[src/rtl/bdeq_pkg.sv]
// shared constants, action codes and controller command type for the deque
package bdeq_pkg;

  // ring store geometry
  localparam int unsigned StoreDepth = 1024;
  localparam int unsigned AddrW      = $clog2(StoreDepth);
  localparam int unsigned ItemW      = 16;
  localparam int unsigned OutItemW   = ItemW + 1;

  // occupancy and capacity hold values up to the store depth itself
  localparam int unsigned CntW       = AddrW + 1;
  localparam int unsigned CapW       = 11;
  localparam logic [CapW-1:0] CapReset = CapW'(StoreDepth);
  localparam logic [CntW-1:0] CntMax   = CntW'(StoreDepth);

  // action field width
  localparam int unsigned ActW = 3;

  // action codes
  typedef enum logic [ActW-1:0] {
    ACT_QUERY     = 3'd0,
    ACT_INS_FRONT = 3'd1,
    ACT_INS_REAR  = 3'd2,
    ACT_DEL_FRONT = 3'd3,
    ACT_DEL_REAR  = 3'd4
  } action_e;

  // commands from the controller to the datapath
  typedef struct packed {
    logic exec;  // apply the accepted item to pointer, count and store
    logic rd;    // read front and rear entries of the store
    logic load;  // build the result and load the output register
  } cmd_t;

endpackage

[src/rtl/bdeq_ctrl.sv]
// controller state machine sequencing execute, store read and result load
module bdeq_ctrl (
  input  logic               clk_i,
  input  logic               rst_ni,
  input  logic               in_valid_i,
  output logic               in_ready_o,
  output logic               out_valid_o,
  input  logic               out_ready_i,
  output bdeq_pkg::cmd_t     cmd_o
);

  typedef enum logic [2:0] {
    ST_IDLE = 3'b001,
    ST_READ = 3'b010,
    ST_LOAD = 3'b100
  } state_e;

  state_e state_q, state_d;
  logic   out_valid_q, out_valid_d;
  logic   out_free;

  // output register can take a new result when empty or being drained
  assign out_free = !out_valid_q || out_ready_i;

  // commands
  always_comb begin
    cmd_o      = '0;
    cmd_o.exec = (state_q == ST_IDLE) && in_valid_i;
    cmd_o.rd   = (state_q == ST_READ);
    cmd_o.load = (state_q == ST_LOAD) && out_free;
  end

  assign in_ready_o  = (state_q == ST_IDLE);
  assign out_valid_o = out_valid_q;

  // next state
  always_comb begin
    state_d = state_q;
    case (state_q)
      ST_IDLE: begin
        if (in_valid_i) state_d = ST_READ;
      end
      ST_READ: begin
        state_d = ST_LOAD;
      end
      ST_LOAD: begin
        if (out_free) state_d = ST_IDLE;
      end
      default: begin
        state_d = ST_IDLE;
      end
    endcase
  end

  // output valid flag
  always_comb begin
    out_valid_d = out_valid_q;
    if (cmd_o.load) begin
      out_valid_d = 1'b1;
    end else if (out_ready_i) begin
      out_valid_d = 1'b0;
    end
  end

  always_ff @(posedge clk_i or negedge rst_ni) begin
    if (!rst_ni) begin
      state_q     <= ST_IDLE;
      out_valid_q <= 1'b0;
    end else begin
      state_q     <= state_d;
      out_valid_q <= out_valid_d;
    end
  end

  // a result waiting and not taken keeps the controller in the load state
  a_load_holds: assert property (@(posedge clk_i) disable iff (!rst_ni)
    (state_q == ST_LOAD && out_valid_q && !out_ready_i) |=> (state_q == ST_LOAD))
    else $error("load state left while output register was blocked");

  // an accepted item always reaches the store read in the next cycle
  a_exec_then_read: assert property (@(posedge clk_i) disable iff (!rst_ni)
    cmd_o.exec |=> cmd_o.rd)
    else $error("store read did not follow execute");

  // a new result is only shown after a load
  a_valid_after_load: assert property (@(posedge clk_i) disable iff (!rst_ni)
    $rose(out_valid_q) |-> $past(cmd_o.load))
    else $error("output valid rose without a load");

endmodule

[config.mk]
export PLATFORM = sky130hd
export DESIGN_NAME = bdeq_ctrl
export DESIGN_NICKNAME = d
export VERILOG_FILES = /design/src/rtl/bdeq_pkg.sv /design/src/rtl/bdeq_ctrl.sv
export SDC_FILE = /design/constraint.sdc
export NUM_CORES = 1
export LEC_CHECK = 0
export BUFFER_PORTS_ARGS = -buffer_cell sky130_fd_sc_hd__buf_2
export CAP_MARGIN = 20
export CORE_AREA = 2 2 39 41
export CTS_BUF_LIST = sky130_fd_sc_hd__clkbuf_8
export DETAILED_ROUTE_END_ITERATION = 10
export DIE_AREA = 0 0 41 43
export GPL_ROUTABILITY_DRIVEN = 0
export GPL_TIMING_DRIVEN = 0
export PLACE_DENSITY = 0.33
export SYNTH_ARGS = -nofsm -noshare
export SYNTH_HDL_FRONTEND = slang
export SYNTH_SLANG_ARGS = --single-unit
[constraint.sdc]
create_clock -name clk_i -period 1.5 [get_ports clk_i]
set_input_delay 0.375 -clock clk_i [delete_from_list [all_inputs] [get_ports clk_i]]
set_output_delay 0.375 -clock clk_i [all_outputs]
set_load 0.005 [all_outputs]
# After elaboration in Yosys (flattened, before gate mapping)

Index checks and enable logic that the tools add are counted.

Memory bits (read-only): 0
Input bits: 4
Word-level logic and storage cells: 18
Memories kept: 0
Latch bits: 0
Register bits: 4
RAM bits: 0

Magnitude comparators: 0
Div/mod/pow operators: 0
Add/subtract/negate cells: 0
Bitwise logic cells: 0
Reduce and logical (&&, ||, !) cells: 6
Equality and inequality tests: 5
Shift-type cells: 0
Multipliers: 0
Muxes and demuxes: 5

Operators with widths:

| kind                                                                  | number |
|---|---|
| 3-bit case mux with 3 select lines                                    | 1 |
| 3-bit 2-to-1 mux                                                      | 2 |
| 2-bit inequality test, second input constant                          | 2 |
| 3-bit by 1-bit equality test with 1-bit output, second input constant | 1 |
| 3-bit by 2-bit equality test with 1-bit output, second input constant | 1 |
| 3-bit equality test, second input constant                            | 1 |
| 1-bit logical AND                                                     | 2 |
| 1-bit 2-to-1 mux                                                      | 2 |
| 2-bit AND reduction                                                   | 1 |
| 2-bit nonzero test                                                    | 1 |
| 1-bit zero test                                                       | 1 |
| 1-bit logical OR                                                      | 1 |

# Longest topological paths before layout

Gate-level depths: netlist of the first run.

Depth in word-level cells: 4
Mapped depth: 3

# Worst setup path before layout of the first run

OpenSTA, ideal clock, no wires.

Kind: reg-to-output
From: register state_q[1]
To: output cmd_o[0] in the netlist's numbering
Setup slack: 0.153 ns
Arrival time: 0.972 ns
Stages on the path, launching flop included: 4
Cells stage by stage: dfrtp_1 or3b_1 a21oi_2 buf_4

RTL lines:

| item                   | RTL line        | text |
|---|---|---|
| from (decl)            | bdeq_ctrl.sv:18 | `state_e state_q, state_d;` |
| from (signal assigned) | bdeq_ctrl.sv:70 | `state_q <= state_d;` |
| to (decl)              | bdeq_ctrl.sv:9  | `output bdeq_pkg::cmd_t cmd_o` |

==> impl_metrics.json, run 1 <==
{
  "antenna_found_initial": 0,
  "critical_path_class": "reg -> out",
  "leakagePower_nw": 0.206,
  "cts_buffer_depth": 2,
  "fin_ws_ns": -0.0842,
  "worstPathArrival_ns": 1.21,
  "ys_seq_area_share_pct": 44.3,
  "postRouteWirelength_microns": 554,
  "grt_usage_pct": 8.64,
  "num_rows": 14,
  "path_clk_slew_ns": 0.04,
  "drive_gt1_share_pct": 71.8,
  "cp-end-kind": "output port",
  "dieArea_sq_mm": 0.00176,
  "port_buffers": 8,
  "cts.sinks": 4,
  "ys_top_cells_by_count": "and4bb_2, dfrtp_1, inv_1",
  "netlist_area_sq_um": 229,
  "finalHoldViolations": 0,
  "die_w_microns": 41,
  "synth_top_flop_cell": "dfrtp_1",
  "syn_nets": 24,
  "pin_count": 9,
  "vdd_drop_max_uv": 761,
  "drc": 0,
  "htreeDepth": 1,
  "drt_iter0_markers": 1,
  "syn_to_final_growth_pct": 76.0,
  "fillers": 145,
  "p_total_w": 0.000720,
  "worst_pin_slew_ns": 0.174,
  "fmax_mhz": 631,
  "synthCells": 20,
  "max_slew_margin_pct": 88.4,
  "via_per_inst": 3.93,
  "dpl_cell_area_sq_um": 289,
  "synth_edf_count": 0,
  "vias": 216,
  "dieHeight_microns": 43,
  "final_antenna_net_count": 0,
  "routedWlPerCell_microns": 10.1,
  "postSynthAreaPerCell_sq_um": 11.4,
  "synth_top_cell_area_share_pct": 32.8,
  "critPathRequiredTime_ns": 1.12,
  "grt_max_degree": 6,
  "coreArea_sq_mm": 0.00138,
  "synth_seq_cells": 4,
  "hold_path_class": "in -> reg",
  "clock-root-buffer": "clkbuf_8",
  "status": "finished with violations",
  "grt_pass1_wl_microns": 952,
  "skew_ns": 0.00938,
  "initial_utilization_pct": 16.5,
  "min_period_ns": 1.58,
  "regArea_sq_um": 101,
  "slew_violations": 0,
  "numCtsBuffers": 3,
  "yosys-top-cells-area": "dfrtp_1, and4bb_2, dfstp_2, buf_4, a211oi_2",
  "multi_input_area_sq_um": 115,
  "antenna_cells": 0,
  "cts_tree": "built",
  "violations": "setup timing",
  "grt-ovfl-total": 0,
  "yosysWarnings": 0,
  "async_flop_share_pct": 100,
  "cap_violations": 0,
  "design_area_sq_um": 403,
  "clock_latency_ns": 0.22,
  "rsz0062_at_grt": "true",
  "setup-violations-final": 4,
  "firstDrtPassIters": 2,
  "grt_pass1_vias": 238,
  "setup_tns_ns": -0.185,
  "finalCritPeriodShare_pct": 106,
  "dp_slack_ns": -0.00722,
  "nets": 44,
  "worst-path-max-fanout": 3,
  "cp-start-kind": "flip-flop",
  "power_density_mw_per_mm2": 1790,
  "yosysTopAreaCell": "dfrtp_1",
  "yosysUniqueCellTypes": 13
}
==> sequential cells by signal (all words and copies together) (netlist names) <==
signal and flops:
out_valid_o 1, state_q 3
==> cell type report <==
class                      count  share of cell area (%)
multi-input combinational     11                    28.6
timing repair buffer          16                    25.5
sequential                     4                    25.2
clock buffer                   3                    10.2
tap                           16                    4.97
inverter                       3                    2.80
buffer                         1                    1.86
clock inverter                 1                   0.932
==> final timing paths <==
check / slack, ns / end / from / cells past startpoint
min in group asynchronous: 0.49 / out_valid_o$_DFFE_PN0P_ / rst_ni / 2
min: 0.38 / out_valid_o$_DFFE_PN0P_ / out_ready_i / 2
min reg2reg: 0.55 / state_q[0]$_DFFE_PN1P_ / state_q[0]$_DFFE_PN1P_ / 2
max reg2reg: 0.38 / state_q[0]$_DFFE_PN1P_ / state_q[1]$_DFFE_PN0P_ / 4
max in group asynchronous: 0.80 / state_q[0]$_DFFE_PN1P_ / rst_ni / 2
max: -0.08 / cmd_o[0] / state_q[1]$_DFFE_PN0P_ / 3
==> cell families (layout without fill, tap and decap cells) <==
group	count (synthesis)	count (layout)	share of synthesized area [%]
flip-flops	4	4	44.3
AND/OR/NAND/NOR	7	7	29.5
buffers and inverters	5	24	11.5
AO/OA/AOI/OAI	4	4	14.8
==> worst max-delay path: stages, from the launching register on <==
cell and delay [ns]:
dfrtp_1 0.38, or3b_4 0.38, a21oi_2 0.10, buf_2 0.11
==> power breakdown <==
group / leakage [nW] / switching (W) / internal (W)
Combinational: 0.128 / 0.000107 / 0.000189
Clock: 0.0269 / 0.0000610 / 0.000175
Sequential: 0.0510 / 0.0000346 / 0.000153
Total: 0.206 / 0.000202 / 0.000517
==> metal layers <==
metal / global-route usage (%) / vias to the layer above / routed length (microns)
met5: 0 / - / 0
met3: 6.28 / 0 / 43
met4: 6.00 / 0 / 0
li1: - / 108 / -
met2: 11.9 / 8 / 277
met1: 8.71 / 100 / 233
==> per-stage QoR <==
step                std cells  util [%]  hold WS (ns)
floorplan                  20         -        0.0794
global placement           44      20.9         0.181
detailed placement         44      20.9         0.181
CTS                        54      28.1         0.385
global route               55      29.1         0.417
finish                     55      29.1         0.376
==> placed cells by master, fill, tap and decap left out <==
cell type,count
buf_4,8
buf_2,8
inv_1,4
and4bb_2,3
clkbuf_8,3
dfrtp_1,3
nor3_1,1
nor3b_4,1
or3b_4,1
a21oi_2,1
a211oi_2,1
and2b_2,1
o21a_1,1
o21ai_0,1
dlygate4sd3_1,1
dfstp_2,1
==> repair_timing <==
item,CTS,global route
buffers inserted,6,1
gates resized for setup,2,1
hold buffers,1,0
setup endpoints to repair,4,4
pin swaps,1,0
endpoints found under the hold margin,3,0
Power figures use the tool's default switching activity.
==> run 2, diff against run 1 <==
Settings changed: BUFFER_PORTS_ARGS -buffer_cell sky130_fd_sc_hd__buf_2 to unset, DONT_BUFFER_PORTS set to 1, PLACE_DENSITY 0.33 to 0.3.
==> impl_metrics.json, run 2 (synthesis gave the netlist of run 1 again) <==
{
  "final_common_cell": "buf_4",
  "firstDrtPassIters": 3,
  "postRouteWirelength_microns": 499,
  "worst_pin_slew_ns": 0.196,
  "rr_worst_depth": 4,
  "dpl_cell_area_sq_um": 249,
  "grt_pass1_vias": 191,
  "numCtsBuffers": 3,
  "pin_count": 9,
  "skew_ns": 0.00738,
  "coreArea_sq_mm": 0.00138,
  "worstPathArrival_ns": 1.21,
  "violations": "setup timing",
  "crit_slowest_cell": "or3b_4",
  "critical_path_class": "reg -> out",
  "fin_ws_ns": -0.0878,
  "num_rows": 14,
  "slew_violations": 0,
  "vias": 183,
  "timing.rr.start": "state_q[1]$_DFFE_PN0P_",
  "layout_common_cells": "buf_4, inv_1, and4bb_2, clkbuf_8, dfrtp_1",
  "cts.sinks": 4,
  "r2r-end": "state_q[2]$_DFFE_PN0P_",
  "cp-start-kind": "flip-flop",
  "status": "finished with violations",
  "cp-end-kind": "output port",
  "final_antenna_net_count": 0,
  "clock_latency_ns": 0.22,
  "via_per_inst": 3.89,
  "regMostFlops": "state_q",
  "cts_tree": "built",
  "path_clk_slew_ns": 0.04,
  "vdd_drop_max_uv": 965,
  "finalCritPeriodShare_pct": 106,
  "max_slew_margin_pct": 86.9,
  "fin_util_pct": 26.3,
  "nets": 36,
  "crit_start": "state_q[0]$_DFFE_PN1P_",
  "grt_usage_pct": 7.65,
  "worstPathCellList": "or3b_4, a21oi_2, buf_4",
  "max_stage_delay_ns": 0.40,
  "ff2ff_setup_slack_ns": 0.38,
  "drive_gt1_share_pct": 64.5,
  "design_area_sq_um": 364,
  "grt_pass1_wl_microns": 786,
  "power_density_mw_per_mm2": 1800,
  "grt-ovfl-total": 0,
  "leakagePower_nw": 0.169,
  "antenna_cells": 0,
  "drc": 0,
  "initial_utilization_pct": 16.5,
  "crit_end": "cmd_o[0]",
  "rsz0062_at_grt": "true",
  "cts_buffer_depth": 2,
  "grt_max_degree": 6,
  "setup-violations-final": 2,
  "htreeDepth": 1,
  "fmax_mhz": 630,
  "cap_violations": 0,
  "dp_slack_ns": 0.0725,
  "dieHeight_microns": 43,
  "worst-path-max-fanout": 5,
  "syn_to_final_growth_pct": 59.0,
  "clock-root-buffer": "clkbuf_8",
  "path_delay_family": "simple AND/OR/NAND/NOR gates",
  "cp_num_cells": 3,
  "hold_path_class": "in -> reg",
  "dieArea_sq_mm": 0.00176,
  "die_w_microns": 41,
  "port_buffers": 0,
  "min_period_ns": 1.59,
  "largest_reg_flops": 3,
  "crit_buf_inv": 1,
  "routedWlPerCell_microns": 10.6,
  "finalHoldViolations": 0,
  "antenna_found_initial": 0,
  "critPathRequiredTime_ns": 1.12,
  "drt_iter0_markers": 1
}
## run 2: changes by cell type in the layout (fill, tap and decap cells not counted), sizes merged
| cell | change |
|---|---|
| buf | -9 |
| dlygate4sd3 | +1 |
## run 2: metrics by stage
stage	hold WS, ns	power [W]	setup TNS, ns	instances
after floorplan	0.0794	0.000303	0	20
after global placement	0.0795	0.000336	0	36
after detailed placement	0.0795	0.000333	0	36
after CTS	0.000158	0.000662	-0.177	46
after global routing	0.276	0.000706	-0.317	47
final	0.263	0.000655	-0.154	47
## run 2: how the worst min path moves through the flow
stage / startpoint / to / slack [ns] / depth (start not counted)
after global placement: rst_ni / state_q[1]$_DFFE_PN0P_ / 0.08 / 0
after CTS: rst_ni / state_q[0]$_DFFE_PN1P_ / 0.0002 / 0
after floorplan: rst_ni / out_valid_o$_DFFE_PN0P_ / 0.08 / 0
after detailed placement: rst_ni / state_q[1]$_DFFE_PN0P_ / 0.08 / 0
after global routing: out_ready_i / out_valid_o$_DFFE_PN0P_ / 0.28 / 1
final: out_ready_i / out_valid_o$_DFFE_PN0P_ / 0.26 / 1
## run 2: layout make-up
type / count / area [sq um]
Tap cell: 16 / 20.0
Multi-Input combinational cell: 11 / 114
Buffer: 2 / 15.0
Timing Repair Buffer: 7 / 57.6
Inverter: 3 / 11.3
Clock buffer: 3 / 41.3
Clock inverter: 1 / 3.75
Fill cell: 147 / 1020
Sequential cell: 4 / 101
## run 2: what timing repair did
item                                    in CTS  in global routing
gates resized for setup                      3                  0
pin swaps                                    1                  1
endpoints found under the hold margin        3                  1
hold buffers                                 1                  1
buffers inserted                             5                  0
endpoints found under the setup margin       3                  3
## run 2: per-layer routing
metal | global-route usage [%] | vias to the layer above | routed length (microns)
li1 | - | 90 | -
met1 | 8.41 | 84 | 223
met2 | 8.75 | 9 | 222
met3 | 6.81 | 0 | 53
met4 | 6.00 | 0 | 0
met5 | 0 | - | 0
## run 2: worst register-to-register path: stages (launching register included)
cell     delay, ns
dfrtp_1       0.39
buf_4         0.15
buf_4         0.13
and2b_2       0.18
o21a_1        0.18
## run 2: power breakdown
part / total (W) / switching, W / internal [W]
clock: 0.000232 / 0.0000575 / 0.000175
combinational: 0.000232 / 0.0000888 / 0.000143
sequential: 0.000191 / 0.0000374 / 0.000153
total: 0.000655 / 0.000184 / 0.000471
==> run 3, diff against run 2 <==
Settings changed: PLACE_DENSITY 0.3 to unset.
==> impl_metrics.json, run 3 (synthesis gave the netlist of run 1 again) <==
{
  "dieArea_sq_mm": 0.00176,
  "hold_path_class": "in -> reg",
  "initial_utilization_pct": 16.5,
  "clock_latency_ns": 0.22,
  "antenna_cells": 0,
  "cts_buffer_depth": 2,
  "fin_cells": 45,
  "status": "finished with violations",
  "largest_reg_flops": 3,
  "critical_path_class": "reg -> out",
  "drc": 0,
  "grt_pass1_wl_microns": 779,
  "final_antenna_net_count": 0,
  "clock-root-buffer": "clkbuf_8",
  "dieHeight_microns": 43,
  "pin_count": 9,
  "finalHoldViolations": 0,
  "dp_slack_ns": 0.102,
  "drt_iter0_markers": 8,
  "vias": 186,
  "vdd_drop_max_uv": 474,
  "fin_util_pct": 25.7,
  "num_rows": 14,
  "min_period_ns": 1.58,
  "grt_pass1_vias": 200,
  "grt_max_degree": 6,
  "rr_worst_depth": 3,
  "numCtsBuffers": 3,
  "fin_ws_ns": -0.0777,
  "violations": "setup timing",
  "power_density_mw_per_mm2": 1830,
  "worstPathArrival_ns": 1.20,
  "crit_slowest_cell": "or3b_4",
  "design_area_sq_um": 355,
  "cap_violations": 0,
  "cts.sinks": 4,
  "routedWlPerCell_microns": 11.0,
  "fillers": 147,
  "worst-path-max-fanout": 5,
  "grt-ovfl-total": 0,
  "setup_tns_ns": -0.0777,
  "path_clk_slew_ns": 0.03,
  "coreArea_sq_mm": 0.00138,
  "hold_depth": 1,
  "leakagePower_nw": 0.158,
  "max_stage_delay_ns": 0.40,
  "place_inst": 36,
  "worstPathCellList": "or3b_4, a21oi_2, buf_4",
  "nets": 34,
  "final_common_cell": "buf_4",
  "slew_violations": 0,
  "syn_to_final_growth_pct": 55.2,
  "htreeDepth": 1,
  "fmax_mhz": 634,
  "cp-end-kind": "output port",
  "finalCritPeriodShare_pct": 105,
  "firstDrtPassIters": 4,
  "worst_pin_slew_ns": 0.177,
  "layout_common_cells": "buf_4, inv_1, and4bb_2, clkbuf_8, dfrtp_1",
  "multi_input_area_sq_um": 120,
  "regArea_sq_um": 101,
  "drive_gt1_share_pct": 62.1,
  "cts_tree": "built",
  "port_buffers": 0,
  "rsz0062_at_grt": "true",
  "path_delay_family": "simple AND/OR/NAND/NOR gates",
  "die_w_microns": 41,
  "critPathRequiredTime_ns": 1.12,
  "skew_ns": 0.00589,
  "max_slew_margin_pct": 88.1,
  "via_per_inst": 4.13,
  "antenna_found_initial": 0,
  "postRouteWirelength_microns": 494,
  "crit_buf_inv": 1,
  "regMostFlops": "state_q",
  "setup-violations-final": 1,
  "grt_usage_pct": 7.16,
  "dpl_cell_area_sq_um": 249,
  "cp-start-kind": "flip-flop",
  "cp_num_cells": 3
}
run 3: worst paths after layout:
check / from / end / slack, ns
min: out_ready_i / out_valid_o$_DFFE_PN0P_ / 0.28
max: state_q[0]$_DFFE_PN1P_ / cmd_o[0] / -0.08
min reg2reg: state_q[0]$_DFFE_PN1P_ / state_q[0]$_DFFE_PN1P_ / 0.58
max in group asynchronous: rst_ni / state_q[0]$_DFFE_PN1P_ / 0.93
max reg2reg: state_q[1]$_DFFE_PN0P_ / state_q[0]$_DFFE_PN1P_ / 0.46
min in group asynchronous: rst_ni / state_q[2]$_DFFE_PN0P_ / 0.41
run 3: worst register-to-register path: cells and delay by family (launching register included):
family	cells	cell delay, ns
AND/OR/NAND/NOR	1	0.27
AO/OA/AOI/OAI	1	0.20
buffers and inverters	1	0.14
flip-flops	1	0.36
run 3: cell type report:
class | count | area share, %
Inverter | 3 | 3.17
Clock inverter | 1 | 1.06
Buffer | 2 | 4.23
Clock buffer | 3 | 11.6
Tap cell | 16 | 5.63
Sequential cell | 4 | 28.5
Multi-Input combinational cell | 11 | 33.8
Timing Repair Buffer | 5 | 12.0
run 3: layer usage:
layer | up-vias | track usage, % | share of wire, %
met4 | 0 | 10.0 | 0
met2 | 13 | 8.44 | 45
li1 | 89 | - | -
met1 | 84 | 7.52 | 42
met3 | 0 | 3.14 | 13
met5 | - | 0 | 0
run 3: power by group:
group | switching, W | internal, W
registers | 0.0000352 | 0.000153
logic | 0.0000951 | 0.000133
clock network | 0.0000597 | 0.000175
total | 0.000190 | 0.000461
run 3: timing repair:
action                                  in CTS  in global routing
buffers inserted                             2                  1
hold buffers                                 1                  1
hold endpoints to repair                     3                  1
gates resized for setup                      1                  3
pin swaps                                    0                  1
endpoints found under the setup margin       3                  4
run 3: stage by stage:
stage,power [W],hold slack (ns)
6_report,0.000652,0.285
5_1_grt,0.000698,0.292
4_1_cts,0.000607,0.00107
3_5_place_dp,0.000334,0.0795
3_3_place_gp,0.000331,0.0795
2_1_floorplan,0.000303,0.0794
